`src/hw/rtl/mma_pkg.sv`:
```
// Shared constants, codes and control types for the 4x4 matrix multiply-accumulate.
// No dependencies; imported by mma_ctrl, mma_dp and matrix_4x4_multiply_accumulate.
`default_nettype none

package mma_pkg;

	localparam int MAT_DIM      = 4;
	localparam int FACTOR_WIDTH = 16;
	localparam int ACC_WIDTH    = 32;

	localparam int IDX_W     = (MAT_DIM > 1) ? $clog2(MAT_DIM) : 1;
	localparam int ADDR_W    = 2 * IDX_W;
	localparam int MEM_DEPTH = 1 << ADDR_W;
	localparam int PROD_W    = 2 * FACTOR_WIDTH;
	// one guard bit above the wider of product and accumulator
	localparam int SUM_W     = ((PROD_W > ACC_WIDTH) ? PROD_W : ACC_WIDTH) + 1;

	localparam int FUNC_W = 2;
	localparam logic [FUNC_W-1:0] FUNC_LOAD_A = 2'd0;
	localparam logic [FUNC_W-1:0] FUNC_LOAD_B = 2'd1;
	localparam logic [FUNC_W-1:0] FUNC_LOAD_C = 2'd2;
	localparam logic [FUNC_W-1:0] FUNC_START  = 2'd3;

	typedef logic [IDX_W-1:0]               idx_t;
	typedef logic signed [FACTOR_WIDTH-1:0] fac_t;
	typedef logic signed [ACC_WIDTH-1:0]    acc_t;

	localparam idx_t LAST_IDX = IDX_W'(MAT_DIM - 1);

	// controller -> datapath
	typedef struct packed {
		logic ld_en;   // load transfer: write A, B or C
		logic rd_en;   // issue one MAC step
		idx_t row;
		idx_t col;
		idx_t k;
		logic first;   // first step of an element: start from stored C
		logic last;    // final step of an element: write back and emit
		logic fin;     // element is the last of the run
	} mma_cmd_t;

	// datapath -> controller
	typedef struct packed {
		logic res_done;  // element result lands in the output register now
		logic out_free;  // output register empty or draining this cycle
	} mma_sts_t;

endpackage

`default_nettype wire

```
`src/hw/rtl/mma_ctrl.sv`:
```
// Sequencer for the matrix multiply-accumulate: input handshake and MAC step issue.
// Depends on mma_pkg.
`default_nettype none

module mma_ctrl import mma_pkg::*; (
	input  wire logic              clk,
	input  wire logic              arst_n,
	input  wire logic              in_valid,
	output      logic              in_stall,
	input  wire logic [FUNC_W-1:0] func,
	input  wire mma_sts_t          sts,
	output      mma_cmd_t          cmd
);

	localparam logic [1:0] S_IDLE  = 2'd0;
	localparam logic [1:0] S_ISSUE = 2'd1;
	localparam logic [1:0] S_WAIT  = 2'd2;

	logic [1:0] state_q;
	idx_t       i_q, j_q, k_q;
	logic       fin_q;
	logic       in_xfer;
	logic       issue;
	logic       elem_last;

	assign in_stall  = (state_q != S_IDLE);
	assign in_xfer   = in_valid && !in_stall;
	// hold the first step until the previous result can leave the output register
	assign issue     = (state_q == S_ISSUE) && ((k_q != '0) || sts.out_free);
	assign elem_last = (i_q == LAST_IDX) && (j_q == LAST_IDX);

	always_comb begin
		cmd       = '0;
		cmd.ld_en = in_xfer && (func != FUNC_START);
		cmd.rd_en = issue;
		cmd.row   = i_q;
		cmd.col   = j_q;
		cmd.k     = k_q;
		cmd.first = (k_q == '0);
		cmd.last  = (k_q == LAST_IDX);
		cmd.fin   = elem_last;
	end

	always_ff @(posedge clk or negedge arst_n) begin
		if (!arst_n) begin
			state_q <= S_IDLE;
			i_q     <= '0;
			j_q     <= '0;
			k_q     <= '0;
			fin_q   <= 1'b0;
		end else begin
			unique case (state_q)
				S_IDLE: begin
					if (in_xfer && (func == FUNC_START)) begin
						i_q     <= '0;
						j_q     <= '0;
						k_q     <= '0;
						state_q <= S_ISSUE;
					end
				end
				S_ISSUE: begin
					if (issue) begin
						if (k_q == LAST_IDX) begin
							k_q   <= '0;
							fin_q <= elem_last;
							if (j_q == LAST_IDX) begin
								j_q <= '0;
								i_q <= i_q + 1'b1;
							end else begin
								j_q <= j_q + 1'b1;
							end
							state_q <= S_WAIT;
						end else begin
							k_q <= k_q + 1'b1;
						end
					end
				end
				S_WAIT: begin
					if (sts.res_done) begin
						state_q <= fin_q ? S_IDLE : S_ISSUE;
					end
				end
				default: begin
					state_q <= S_IDLE;
				end
			endcase
		end
	end

	// a result only completes while its element is draining
	a_done_in_wait: assert property (@(posedge clk) disable iff (!arst_n)
		sts.res_done |-> state_q == S_WAIT)
		else $error("result completed outside drain state");

	// no MAC step is issued while an input transfer is possible
	a_no_issue_idle: assert property (@(posedge clk) disable iff (!arst_n)
		cmd.rd_en |-> !cmd.ld_en && in_stall)
		else $error("MAC issue overlaps input transfer");

endmodule

`default_nettype wire

```
`src/hw/rtl/mma_dp.sv`:
```
// Datapath: A/B/C element stores, one pipelined saturating MAC, output register.
// Depends on mma_pkg; driven by mma_ctrl commands.
`default_nettype none

module mma_dp import mma_pkg::*; (
	input  wire logic              clk,
	input  wire logic              arst_n,
	input  wire mma_cmd_t          cmd,
	output      mma_sts_t          sts,
	input  wire logic [FUNC_W-1:0] func,
	input  wire idx_t              row_index,
	input  wire idx_t              col_index,
	input  wire fac_t              factor_value,
	input  wire acc_t              acc_value,
	output      logic              out_valid,
	input  wire logic              out_stall,
	output      idx_t              out_row,
	output      idx_t              out_col,
	output      acc_t              out_value,
	output      logic              last_of_run
);

	fac_t a_mem [MEM_DEPTH];
	fac_t b_mem [MEM_DEPTH];
	acc_t c_mem [MEM_DEPTH];

	logic              in_range;
	logic [ADDR_W-1:0] ld_addr;

	// stage 1: read data
	logic v_s1, first_s1, last_s1, fin_s1;
	idx_t row_s1, col_s1;
	fac_t a_s1, b_s1;
	acc_t c_s1;

	// stage 2: product
	logic v_s2, first_s2, last_s2, fin_s2;
	idx_t row_s2, col_s2;
	logic signed [PROD_W-1:0] prod_s2;
	acc_t c_s2;

	// accumulate
	acc_t                    acc_q;
	logic signed [SUM_W-1:0] base, sum;
	logic [SUM_W-ACC_WIDTH:0] top_bits;
	acc_t                    sat_val;
	logic                    res_done;
	logic                    out_valid_q;

	assign in_range = (int'(row_index) < MAT_DIM) && (int'(col_index) < MAT_DIM);
	assign ld_addr  = {row_index, col_index};

	// A and B: load port only
	always_ff @(posedge clk) begin
		if (cmd.ld_en && in_range && (func == FUNC_LOAD_A)) begin
			a_mem[ld_addr] <= factor_value;
		end
		if (cmd.ld_en && in_range && (func == FUNC_LOAD_B)) begin
			b_mem[ld_addr] <= factor_value;
		end
	end

	// C: load port or write-back; the two never coincide
	always_ff @(posedge clk) begin
		if (res_done) begin
			c_mem[{row_s2, col_s2}] <= sat_val;
		end else if (cmd.ld_en && in_range && (func == FUNC_LOAD_C)) begin
			c_mem[ld_addr] <= acc_value;
		end
	end

	always_ff @(posedge clk) begin
		a_s1 <= a_mem[{cmd.row, cmd.k}];
		b_s1 <= b_mem[{cmd.k, cmd.col}];
		c_s1 <= c_mem[{cmd.row, cmd.col}];
	end

	always_ff @(posedge clk or negedge arst_n) begin
		if (!arst_n) begin
			v_s1 <= 1'b0;
			v_s2 <= 1'b0;
		end else begin
			v_s1 <= cmd.rd_en;
			v_s2 <= v_s1;
		end
	end

	always_ff @(posedge clk) begin
		first_s1 <= cmd.first;
		last_s1  <= cmd.last;
		fin_s1   <= cmd.fin;
		row_s1   <= cmd.row;
		col_s1   <= cmd.col;
		first_s2 <= first_s1;
		last_s2  <= last_s1;
		fin_s2   <= fin_s1;
		row_s2   <= row_s1;
		col_s2   <= col_s1;
		c_s2     <= c_s1;
		prod_s2  <= a_s1 * b_s1;
	end

	// saturating add: clamp when the bits above the sign disagree
	always_comb begin
		base     = first_s2 ? SUM_W'(c_s2) : SUM_W'(acc_q);
		sum      = base + SUM_W'(prod_s2);
		top_bits = sum[SUM_W-1:ACC_WIDTH-1];
		if ((top_bits == '0) || (top_bits == '1)) begin
			sat_val = sum[ACC_WIDTH-1:0];
		end else if (sum[SUM_W-1]) begin
			sat_val = {1'b1, {(ACC_WIDTH-1){1'b0}}};
		end else begin
			sat_val = {1'b0, {(ACC_WIDTH-1){1'b1}}};
		end
	end

	assign res_done = v_s2 && last_s2;

	always_ff @(posedge clk) begin
		if (v_s2) begin
			acc_q <= sat_val;
		end
		if (res_done) begin
			out_row     <= row_s2;
			out_col     <= col_s2;
			out_value   <= sat_val;
			last_of_run <= fin_s2;
		end
	end

	always_ff @(posedge clk or negedge arst_n) begin
		if (!arst_n) begin
			out_valid_q <= 1'b0;
		end else if (res_done) begin
			out_valid_q <= 1'b1;
		end else if (!out_stall) begin
			out_valid_q <= 1'b0;
		end
	end

	assign out_valid    = out_valid_q;
	assign sts.res_done = res_done;
	assign sts.out_free = !out_valid_q || !out_stall;

	// a new result never overwrites one still waiting downstream
	a_no_overwrite: assert property (@(posedge clk) disable iff (!arst_n)
		res_done |-> (!out_valid_q || !out_stall))
		else $error("result overwrites stalled output");

	// the run's closing mark sits on the bottom-right element
	a_last_pos: assert property (@(posedge clk) disable iff (!arst_n)
		out_valid_q && last_of_run |-> (out_row == LAST_IDX) && (out_col == LAST_IDX))
		else $error("last_of_run on wrong element");

	// a MAC step reaching the adder was issued and has passed the read and product stages
	a_pipe_valid: assert property (@(posedge clk) disable iff (!arst_n)
		v_s2 |-> $past(cmd.rd_en, 2))
		else $error("MAC pipeline valid without issue");

endmodule

`default_nettype wire

```
`src/hw/rtl/matrix_4x4_multiply_accumulate.sv`:
```
// Top level of the 4x4 fixed-point matrix multiply-accumulate, C = C + A*B.
// Depends on mma_pkg, mma_ctrl and mma_dp.
//
// Input channel (in_valid / in_stall): one transfer per item. func selects
// load A, load B, load C or start. Loads write one element addressed by
// row_index / col_index; an index past the matrix size is dropped. A start
// runs the full product and blocks the input channel (in_stall high) until
// its last MAC step has been issued and the final result has landed.
// Output channel (out_valid / out_stall): sixteen transfers per start, in
// row-major order, last_of_run high on the final one. Values are Q16.16,
// saturated after each of the four partial-product additions.
// Datapath: one shared MAC unit, one product per cycle while an element's
// steps are issuing. An element needs four MAC steps, then the store-read
// and multiply stages, before its sum lands in the output register.
// A held output stalls only the first MAC step of the next element; one
// element is in flight at a time. Reset clears control and the output
// valid; the A, B and C stores hold garbage until loaded.
`default_nettype none

module matrix_4x4_multiply_accumulate import mma_pkg::*; (
	input  wire logic              clk,
	input  wire logic              arst_n,
	input  wire logic              in_valid,
	output      logic              in_stall,
	input  wire logic [FUNC_W-1:0] func,
	input  wire idx_t              row_index,
	input  wire idx_t              col_index,
	input  wire fac_t              factor_value,
	input  wire acc_t              acc_value,
	output      logic              out_valid,
	input  wire logic              out_stall,
	output      idx_t              out_row,
	output      idx_t              out_col,
	output      acc_t              out_value,
	output      logic              last_of_run
);

	mma_cmd_t cmd;   // step/load commands from sequencer
	mma_sts_t sts;   // completion and output-space status

	mma_ctrl u_ctrl (
		.clk      (clk),
		.arst_n   (arst_n),
		.in_valid (in_valid),
		.in_stall (in_stall),
		.func     (func),
		.sts      (sts),
		.cmd      (cmd)
	);

	mma_dp u_dp (
		.clk          (clk),
		.arst_n       (arst_n),
		.cmd          (cmd),
		.sts          (sts),
		.func         (func),
		.row_index    (row_index),
		.col_index    (col_index),
		.factor_value (factor_value),
		.acc_value    (acc_value),
		.out_valid    (out_valid),
		.out_stall    (out_stall),
		.out_row      (out_row),
		.out_col      (out_col),
		.out_value    (out_value),
		.last_of_run  (last_of_run)
	);

endmodule

`default_nettype wire
```
`config.mk`:
```
export PLATFORM = sky130hd
export DESIGN_NAME = matrix_4x4_multiply_accumulate
export DESIGN_NICKNAME = d
export VERILOG_FILES = /design/src/hw/rtl/mma_pkg.sv /design/src/hw/rtl/mma_ctrl.sv /design/src/hw/rtl/mma_dp.sv /design/src/hw/rtl/matrix_4x4_multiply_accumulate.sv
export SDC_FILE = /design/constraint.sdc
export NUM_CORES = 2
export LEC_CHECK = 0
export BUFFER_PORTS_ARGS = -buffer_cell sky130_fd_sc_hd__buf_4
export CAP_MARGIN = 5
export CORE_ASPECT_RATIO = 1.1
export CORE_MARGIN = 5
export CORE_UTILIZATION = 40
export DETAILED_ROUTE_END_ITERATION = 16
export SLEW_MARGIN = 0
export SYNTH_ARGS = -nofsm -noshare
export SYNTH_HDL_FRONTEND = slang
export SYNTH_SLANG_ARGS = --single-unit
```
`constraint.sdc`:
```
create_clock -name clk -period 8.3 [get_ports clk]
set_clock_uncertainty 0.15 [all_clocks]
set_input_delay 0 -clock clk [delete_from_list [all_inputs] [get_ports clk]]
set_output_delay 0 -clock clk [all_outputs]
set_load 0.01 [all_outputs]
```
## Word-level counts from Yosys, hierarchy flattened

Memories as Yosys holds them, arrays and structs flattened. A register that Yosys moved wholly into a read port is not among the register bits.
Cells that the tools add are included.

- Bits in registers: 159
- RAM bits: 1024
- Word-level logic and storage cells: 112
- Memories kept: 3

- Add/subtract/negate cells: 4
- $mul: 1
- Equal/unequal tests: 16
- Mux-type cells: 35
- Reduce and logical (&&, ||, !) cells: 28

Memory list:

| name | words | bits a word | rd ports | clocked after Yosys merged registers in | wr ports | line | source |
|---|---|---|---|---|---|---|---|
| u_dp.c_mem | 16 | 32 | 1 | 1 | 1 | mma_dp.sv:25 | `acc_t c_mem [MEM_DEPTH];` |
| u_dp.a_mem | 16 | 16 | 1 | 1 | 1 | mma_dp.sv:23 | `fac_t a_mem [MEM_DEPTH];` |
| u_dp.b_mem | 16 | 16 | 1 | 1 | 1 | mma_dp.sv:24 | `fac_t b_mem [MEM_DEPTH];` |

Operators by type and width:

| operator | count |
|---|---|
| 2-to-1 mux 32 bit | 3 |
| adder 33 x 32 -> 33 bit | 1 |
| 2-to-1 mux 33 bit | 1 |
| multiplier 16 x 16 -> 32 bit | 1 |
| OR reduction 32 bit | 1 |
| 2-to-1 mux 2 bit | 13 |
| == test 2 bit, second input constant | 7 |
| 2-to-1 mux 1 bit | 13 |
| case mux 2 bit (2 select lines) | 3 |
| inequality test 2 x 1 -> 1 bit, second input constant | 5 |
| logical AND 1 bit | 9 |
| zero test 2 bit | 4 |
| AND reduction 4 bit | 2 |
| adder 2 x 1 -> 2 bit, second input constant | 3 |
| case mux 2 bit (3 select lines) | 1 |
| AND reduction 3 bit | 2 |
| nonzero test 2 bit | 3 |
| AND reduction 5 bit | 1 |
| == test 2 x 1 -> 1 bit, second input constant | 2 |
| 2-to-1 mux 4 bit | 1 |
| inequality test 2 bit, second input constant | 2 |
| zero test 1 bit | 3 |
| logical OR 1 bit | 3 |

## Longest topological paths before layout

- Word-level depth: 10
- Depth in mapped cells: 24
- Depth with buffers taken out: 23

## Hierarchy

From an unflattened synthesis, not the netlist that was laid out.

- Cells, all modules: 3299
- Area, all modules: 56928.3 um^2

By module, submodules not included:

| module | times used | cells each | area each (um^2) | sequential area each (um^2) |
|---|---|---|---|---|
| mma_dp | 1 | 3238 | 56356.6 | 35739.3 |
| mma_ctrl | 1 | 61 | 571.8 | 225.2 |

## Worst setup path before layout

Ideal clock, no wire load.

- Path type: register to register
- From: reg u_dp.a_s1[8] (read register of u_dp.a_mem)
- To: reg u_dp.prod_s2[30]
- Library setup time: 0.072 ns
- Arrival time: 6.108 ns
- Required time: 8.078 ns
- Setup slack: 1.970 ns
- Cell stages (with the launch flop): 22
- Path buffers: 1
- Period minus slack after synthesis: 6.330 ns
- Path through: dfxtp_1 > clkbuf_1 > nand2_1 > fa_1 > inv_1 > fa_1 > fa_1 > fa_1 > fa_1 > inv_1 > fa_1 > inv_1 > ha_1 > and2_1 > a221o_1 > a31o_2 > a311o_1 > a31o_2 > a211o_1 > a31o_2 > a21oi_1 > xnor2_1

- Word-level cells in the longest chain between the ends: 1

RTL lines:

| what | line | source |
|---|---|---|
| start, declared | mma_dp.sv:33 | `fac_t a_s1, b_s1;` |
| multiplier 16 x 16 -> 32 bit | mma_dp.sv:100 | `prod_s2 <= a_s1 * b_s1;` |
| end signal, assigned | mma_dp.sv:100 |  |
| end, declared | mma_dp.sv:39 | `logic signed [PROD_W-1:0] prod_s2;` |

No other way between the ends.
A chain may end at the register's enable or synchronous reset.

## Worst setup path after layout

- From: reg u_dp.a_s1[10] (read register of u_dp.a_mem)
- To: reg u_dp.prod_s2[30]

The elaborated chain is that of the path after synthesis.

==> flow_metrics.tcl <==
set metrics [dict create \
    outcome "completed" \
    synth.most_common_cell "edfxtp_1" \
    setup_viol 0 \
    crit_path_start_kind "register" \
    yosysSeqAreaShare_pct 63.3 \
    wire_per_inst_um 25.1 \
    ys_async_sr_fraction_pct 0.962 \
    synthTopCellsByArea "edfxtp_1, mux4_2, fa_1, dfxtp_1, ha_1" \
    dieArea_um2 150000 \
    synth_area_leader_cell "edfxtp_1" \
    synth_edf_count 1093 \
    crit_required_ns 8.80 \
    final_hold_viol_count 0 \
    port_buffers 96 \
    clock_latency_ns 0.72 \
    drc 0 \
    row_count 145 \
    initial_core_util_pct 40.1 \
    drt_iter0_drc 2346 \
    cellLeakagePower_nw 22.6 \
    ioPinCount 97 \
    drt-total-wl_mm 138 \
    post_cts_buffers 0 \
    grt_usage_pct 18.6 \
    synth_top_area_share_pct 57.8 \
    clkSlewWorstSetupHoldPaths_ns 0.07 \
    nFillCells 12200 \
    finalSetupTns_ns 0 \
    powerDensity_nw_per_um2 190 \
    clock_sinks 1247 \
    area_growth_syn_to_layout_pct 14.0 \
    seq_area_um2 36000 \
    critPathMaxFanout 16 \
    cts_tree "built" \
    clk_path_buf_depth 3 \
    synth_fp_nets 3702 \
    drv_cap 0 \
    grt_pass1_wl_mm 205 \
    nNetsFinal 3913 \
    worst_ir_drop_vdd_mv 0.158 \
    synth_cells 3263 \
    cts_inserted_buffers 113 \
    hold_path_class "primary input to register" \
    syn_area_per_cell_um2 17.4 \
    cts_max_level 3 \
    synth_ff_type "edfxtp_1" \
    synth_cell_types 73 \
    root_buffer "clkbuf_16" \
    drive_gt1_share_pct 21.8 \
    fmax_mhz 146 \
    ys_seq_elements 1247 \
    r2r_setup_slack_ns 1.44 \
    coreArea_um2 142000 \
    synth_area_um2 56800 \
    antenna_found_initial 1 \
    grt_max_degree 129 \
    period_needed_ns 6.86 \
    drtAntennaViolNets 0 \
    yosys-top-cells-count "edfxtp_1, inv_1, mux4_2, fa_1, nand2_1" \
    cp_data_arrival_time_ns 7.36 \
    overflow 0 \
    criticalPathCategory "register to register" \
    pre_cts_ws_ns 1.48 \
    grt_pass1_vias 30600 \
    die_h_um 405 \
    gp_congestion 0.850 \
    fp.dieW_um 369 \
    multi_input_area_um2 19300 \
    finalMaxSlewViolations 0 \
    rsz0062_at_grt "false" \
    worst_slew_pin_slew_ns 1.18 \
    slew_headroom_pct 21.1 \
    period_share_pct 82.6 \
    vias_per_cell 5.30 \
    ys_warn_count 0 \
    drtPass1Iterations 7 \
    critPathCaptureType "register" \
    dp.final_hpwl_mm 86.0 \
    setup_slack_ns 1.44 \
    vias 29000 \
]
==> cell usage in the layout (no fill, tap or decap), drive strengths merged, types with 13 or more instances in the layout <==
master       instances
bufinv              13
nand2              174
xor2                18
nand2b              16
a21o                27
inv                328
nor2               115
a21oi               63
o21ai               37
clkinv              47
and3                15
clkbuf             144
dlygate4sd3         62
buf                164
fa                 263
dfxtp              142
mux2                46
a31oi               13
edfxtp            1093
and2               132
nor3                15
ha                 118
mux4               320
xnor2               41
==> path summary, 6_finish.rpt <==
kind,start,to,cells after the start
setup / recovery,u_dp.a_s1[10],u_dp.prod_s2[30],20
max in group asynchronous,arst_n,u_ctrl.k_q[0],3
hold / removal,factor_value[10],u_dp.b_mem[7][10],2
hold reg to reg,u_dp.row_s1[0],u_dp.row_s2[0],0
min in group asynchronous,arst_n,u_dp.out_valid,3
setup reg to reg,u_dp.a_s1[10],u_dp.prod_s2[30],20
==> layer usage <==
layer | global-route usage (%) | part of all wire [%] | vias to the layer above
met5 | 0 | 0 | -
li1 | - | - | 12600
met2 | 31.8 | 51 | 753
met4 | 3.89 | 1.6 | 0
met1 | 26.1 | 42 | 15500
met3 | 2.18 | 5.0 | 141
==> power breakdown <==
part | internal, mW | switching [mW]
registers | 6.76 | 0.0000000000000000569
logic | 0.0370 | 0.0594
clock network | 3.14 | 2.34
==> logic make-up after synthesis <==
family	after synthesis	synth area share, %
AO/OA/AOI/OAI	238	2.88
multiplexers	367	13.6
AND/OR/NAND/NOR	519	4.44
flip-flops	1247	63.3
XOR/XNOR	59	0.909
buffers and inverters	452	3.00
adder cells (fa/ha/maj)	381	11.9
==> worst max-delay path, cell delays in order, from the launching register on <==
cell,delay [ns]
dfxtp_1,0.79
nand2_1,0.17
fa_1,0.52
fa_1,0.49
inv_1,0.05
fa_1,0.55
inv_1,0.07
fa_1,0.56
fa_1,0.43
fa_1,0.49
inv_1,0.04
ha_1,0.33
and2_1,0.20
a221o_1,0.30
a31o_2,0.22
a311o_1,0.34
a31o_2,0.25
a211o_1,0.29
a31o_2,0.23
a21oi_1,0.16
xnor2_1,0.13
==> per-stage QoR <==
stage	hold slack (ns)	instance area (um2)	instances	total power, mW	utilization (%)
2_1_floorplan	-0.446	56800	3263	6.90	-
3_3_place_gp	-0.294	60200	5206	6.96	42.5
3_5_place_dp	-0.294	60200	5206	6.97	42.5
4_1_cts	0.0541	64700	5481	12.5	45.7
5_1_grt	0.0954	64800	5484	12.7	45.7
6_report	0.116	64800	5485	12.3	45.7
==> flip-flops by register name (all words and copies together), names as in the netlist, 32 cells and up <==
signal	flops
u_dp.c_s1	32
u_dp.acc_q	32
u_dp.b_mem	256
u_dp.c_s2	32
u_dp.c_mem	512
u_dp.prod_s2	32
u_dp.a_mem	256
u_dp.out_value	32
==> area by class of cell <==
type / count / share of cell area [%]
sequential: 1247 / 55.6
inverter: 321 / 1.86
clock inverter: 71 / 1.17
antenna: 1 / 0.00386
multi-input combinational: 1564 / 29.8
clock buffer: 143 / 4.92
tap: 1911 / 3.69
timing repair buffer: 227 / 2.94
==> repair_timing <==
action                                 in CTS  in global routing
hold buffers                               61                  1
resized for setup                           0                  0
endpoints found under the hold margin    1418                 16
Note: power is estimated with default switching activity, not from simulation.
